## config.mk

```make
export PLATFORM = sky130hd
export DESIGN_NAME = abc_div_stage
export DESIGN_NICKNAME = d
export VERILOG_FILES = /design/src/rtl/abc_pkg.sv /design/src/rtl/abc_div_stage.sv
export SDC_FILE = /design/constraint.sdc
export NUM_CORES = 1
export LEC_CHECK = 0
export CAP_MARGIN = 20
export CORE_AREA = 2 2 289 291
export CTS_CLUSTER_DIAMETER = 80
export DETAILED_ROUTE_END_ITERATION = 7
export DIE_AREA = 0 0 291 293
export DONT_BUFFER_PORTS = 1
export GPL_TIMING_DRIVEN = 0
export PLACE_DENSITY = 0.42
export SYNTH_ARGS = -nofsm -noshare
export SYNTH_HDL_FRONTEND = slang
export SYNTH_SLANG_ARGS = --single-unit
```

## constraint.sdc

```tcl
create_clock -name clk -period 0.81 [get_ports clk]
set_input_delay 0.081 -clock clk [delete_from_list [all_inputs] [get_ports clk]]
set_output_delay 0.081 -clock clk [all_outputs]
set_load 0.1 [all_outputs]
```

## src/rtl/abc_pkg.sv

```systemverilog
// types and constants shared by the destination-over compositing pipeline
// no dependencies
`default_nettype none
package abc_pkg;

	localparam int CH_W   = 16;
	localparam int DEN_W  = 31;
	localparam int NUM_W  = 47;
	localparam int QBITS  = 16;
	localparam int SH_W   = 4;

	localparam logic [CH_W-1:0] NARROW_MAX = 16'd255;
	localparam logic [CH_W-1:0] WIDE_MAX   = 16'd32768;

	localparam logic [1:0] SEL_SRC = 2'd0;
	localparam logic [1:0] SEL_DST = 2'd1;
	localparam logic [1:0] SEL_MIX = 2'd2;

	typedef logic [CH_W-1:0]  ch_t;
	typedef logic [NUM_W-1:0] num_t;
	typedef logic [DEN_W-1:0] den_t;

	typedef struct packed {
		ch_t src_alpha;
		ch_t src_red;
		ch_t src_green;
		ch_t src_blue;
		ch_t dst_alpha;
		ch_t dst_red;
		ch_t dst_green;
		ch_t dst_blue;
	} in_pix_t;

	typedef struct packed {
		ch_t out_alpha;
		ch_t out_red;
		ch_t out_green;
		ch_t out_blue;
	} out_pix_t;

	// what rides alongside the divider
	typedef struct packed {
		logic [1:0]      sel;
		ch_t             m;
		logic [3:0][CH_W-1:0] byp;
	} side_t;

	// lanes 0..2 are red, green, blue
	typedef struct packed {
		logic [2:0][NUM_W-1:0] rem;
		logic [2:0][DEN_W-1:0] dvs;
		logic [2:0][CH_W-1:0]  quo;
	} div_t;

	function automatic ch_t sat(input ch_t v, input ch_t m);
		return (v > m) ? m : v;
	endfunction

endpackage
`default_nettype wire

```

## src/rtl/abc_div_stage.sv

```systemverilog
// one restoring-division step for the three color lanes, one register stage
// depends on abc_pkg
`default_nettype none
module abc_div_stage import abc_pkg::*; (
	input  wire logic            clk,
	input  wire logic            arst_n,
	input  wire logic            adv,
	input  wire logic [SH_W-1:0] shift,
	input  wire logic            up_valid,
	input  wire side_t           up_side,
	input  wire div_t            up_work,
	output logic                 dn_valid,
	output side_t                dn_side,
	output div_t                 dn_work
);

	logic  valid_q;
	side_t side_q;
	div_t  work_q;
	div_t  nxt;
	num_t  trial;

	always_comb begin
		nxt   = up_work;
		trial = '0;
		for (int i = 0; i < 3; i++) begin
			trial = NUM_W'(up_work.dvs[i]) << shift;
			if (up_work.rem[i] >= trial) begin
				nxt.rem[i]        = up_work.rem[i] - trial;
				nxt.quo[i][shift] = 1'b1;
			end
		end
	end

	always_ff @(posedge clk or negedge arst_n) begin
		if (!arst_n) begin
			valid_q <= 1'b0;
		end else if (adv) begin
			valid_q <= up_valid;
		end
	end

	always_ff @(posedge clk) begin
		if (adv) begin
			side_q <= up_side;
			work_q <= nxt;
		end
	end

	assign dn_valid = valid_q;
	assign dn_side  = side_q;
	assign dn_work  = work_q;

endmodule
`default_nettype wire

```

==> reports/metrics.csv <==
metric;value;unit
outcome;finished, violations left;
failing checks;hold timing, slew limit, setup timing;
worst-path fanout max;10;
largest net degree at the start of global routing;366;
Site Rows;105;
# fillers;7787;
Max Slew Vio Count;173;
Worst Setup End Kind;flop;
CTS clk-pin slew, worst paths;60;ps
GP Congestion;0.9332;
IO Count;737;
CP bufs+invs;6;
number of distinct library cells after synthesis;90;
worst hold slack;-387.1;ps
kind of critical path;input pin to flop;
final setup violation count;747;
vias in the first global route;24339;
Worst Setup Start Kind;input pin;
relative slew slack;-29.86;%
Critical Path RT;1150;ps
Post-synth ARST share;0.2740;%
Final Hold Vio Count;100;
FF+latch count, synth;365;
Port Buf Inserts;0;
share of cells above drive strength 1;29.50;%
power per cell area;2360;nW/µm²
Max Cap Viol;0;
clk_skew;0;ps
CP max-delay cell;clkbuf_2;
DRT Wirelength;131200;µm
Mapped Area;25350;µm²
gr usage total;29.31;%
Initial Utilization;30.97;%
Worst-Margin Slew;1948;ps
PnR worst setup slack;-2873;ps
clock sinks;365;
sequential element share of the synthesized area;43.22;%
DR pass1 iterations;5;
Vias/cell;5.697;
CTS tree;yes;
Min-Delay Path Class;input pin to flop;
post-synthesis cell count;2483;
Clock Path Buffers;3;
worst-skew pair later-pin latency;580;ps
initial antenna violation count;14;
die width;291;µm
first-pass GRT wire length;180400;µm
VDD IR max;2116;µV
largest stage delay on the critical path;410;ps
DR DRC count;0;
ys flop type;edfxtp_1;
vias;23689;
RSZ-0062 raised after global routing;yes;
CTS H-tree lvls;2;
LEAKAGE;13.75;nW
Power, Total;87.03;mW
CTS buffer count;42;
wire length per cell;31.56;µm
Die ar.;85260;µm²
Syn Nets;2999;
1st-iter DRT viols;1791;
Final HPWL DP;96510;µm
area overhead of the layout relative to synthesis;45.51;%
total gr overflow;0;
Critical Path AT;4020;ps
Avg Inst Size Synth;10.21;µm²
Post-synth EDFFs;364;
Core Area;81850;µm²
family with the most delay on the worst path;compound AO/OA/AOI/OAI gates;
Final min period;3683;ps
Final Cycle Share;454.7;%
yosys warns;0;
CTS Root Cell;clkbuf_16;
Max Fclk;0.2715;GHz
Post-DRT Antenna Nets;0;
Die H;293;µm
worst path cell trace;inv_2 > clkbuf_2 > clkbuf_2 > nand2_1 > nand2_1 > o21ai_2 > ha_2 > a21oi_4 > o21ai_2 > a221oi_2 > o22ai_1 > a41o_2 > a2111oi_4 > buf_4 > o21ai_4 > a21o_1 > buf_6 > clkbuf_16 > a31o_2;
fin nets;3558;
[layout make-up]
type	count	area [µm²]	area share, %
diodes	13	32.53	0.08820
plain buffers	105	1341	3.636
clock buffers	54	1126	3.053
clock inverters	23	236.5	0.6411
inverters	59	225.2	0.6106
multi-input cells	1920	16120	43.70
flip-flops and latches	365	10960	29.70
well taps	1070	1339	3.630
repair buffers	549	5510	14.94
[state kept, by name, indices dropped and copies added (netlist names)]
signal,cells
dn_side,82
dn_valid,1
dn_work,282
[power breakdown]
group          internal (mW)  total [mW]  switching, mW
registers               24.2        42.8           18.6
logic                   11.6        25.0           13.4
clock network           10.9        19.2           8.28
total                   46.8        87.0           40.3
[path summary, 6_finish.rpt]
check                                           from                    end  slack [ps]  cells past startpoint
worst max register to register  dn_valid$_DFFE_PN0P_   dn_valid$_DFFE_PN0P_        -510                      1
worst max-delay path                        shift[2]  dn_work[21]$_DFFE_PP_       -2870                     19
max in group asynchronous                     arst_n   dn_valid$_DFFE_PN0P_         440                      2
worst min register to register  dn_valid$_DFFE_PN0P_   dn_valid$_DFFE_PN0P_        1250                      1
worst min-delay path                             adv  dn_work[38]$_DFFE_PP_        -390                      0
min in group asynchronous                     arst_n   dn_valid$_DFFE_PN0P_         260                      2
[metal layers]
| metal | global-route usage, % | up-vias | share of wire, % | routed length (µm) |
|---|---|---|---|---|
| li1 | - | 10502 | - | - |
| met1 | 35.26 | 11861 | 39 | 51650 |
| met2 | 52.05 | 1110 | 50 | 65170 |
| met3 | 6.573 | 216 | 7.4 | 9721 |
| met4 | 8.935 | 0 | 3.6 | 4665 |
| met5 | 0 | - | 0 | 0 |
[cell families after synthesis]
group	after synthesis	share of synthesized area (%)
and+or+nand+nor	719	12.83
xor gates and xnor gates	129	4.457
adders and majority gates	144	7.196
AOI/OAI and AO/OA	711	17.69
muxes	216	11.35
DFF	365	43.22
buffers and inverters	199	3.268
[repair_timing]
action,in CTS,in global routing
pin swaps,90,60
setup endpoints to repair,555,555
hold endpoints to repair,730,367
hold buffers,366,1
buffers inserted,121,38
gates cloned,13,5
resized for setup,605,141
[Yosys cell counts, types with 16 or more instances]
master | n | area (µm²)
o21bai_1 | 40 | 300.3
buf_1 | 17 | 63.81
xor2_1 | 48 | 420.4
and3_1 | 21 | 131.4
o21ai_0 | 150 | 750.7
nand4_1 | 34 | 212.7
a21oi_1 | 267 | 1336
edfxtp_1 | 364 | 10930
xnor2_1 | 81 | 709.4
o211ai_1 | 17 | 127.6
inv_1 | 58 | 217.7
a31o_2 | 37 | 324.1
nor2b_1 | 22 | 137.6
nor3_1 | 27 | 135.1
clkbuf_1 | 95 | 356.6
nor2_1 | 202 | 758.2
mux2i_1 | 80 | 800.8
a31oi_1 | 18 | 112.6
nand2_1 | 280 | 1051
a21o_1 | 60 | 450.4
mux2_2 | 81 | 912.1
nand3_1 | 49 | 245.2
nand2b_1 | 16 | 100.1
mux4_2 | 48 | 1081
ha_1 | 141 | 1764
[cells in the final DEF (no fill, tap or decap), types with 52 or more instances in the layout]
cell type	synthesis	routed
dlygate4sd3_1	0	367
edfxtp_1	364	364
nand2_1	280	254
a21oi_1	267	194
nor2_1	202	180
buf_4	11	145
xnor2_1	81	81
o21ai_0	150	74
ha_1	141	71
clkbuf_16	0	65
a21oi_2	4	63
a21o_1	60	60
mux2_2	81	52
inv_1	58	52
ha_4	0	52
[stage by stage]
stage | instances | setup WS (ps) | cell area [µm²] | util, % | setup TNS, ps
final | 4158 | -2873 | 36890 | 45.07 | -861510
after global routing | 4147 | -2940 | 36860 | 45.03 | -842180
after global placement | 3553 | -5859 | 27000 | 32.98 | -1055780
after CTS | 4109 | -2871 | 35900 | 43.86 | -810180
after floorplan | 2483 | -3030 | 25660 | - | -611640
after detailed placement | 3559 | -5788 | 27090 | 33.10 | -1046780
Note: power is estimated with default switching activity, not from simulation.
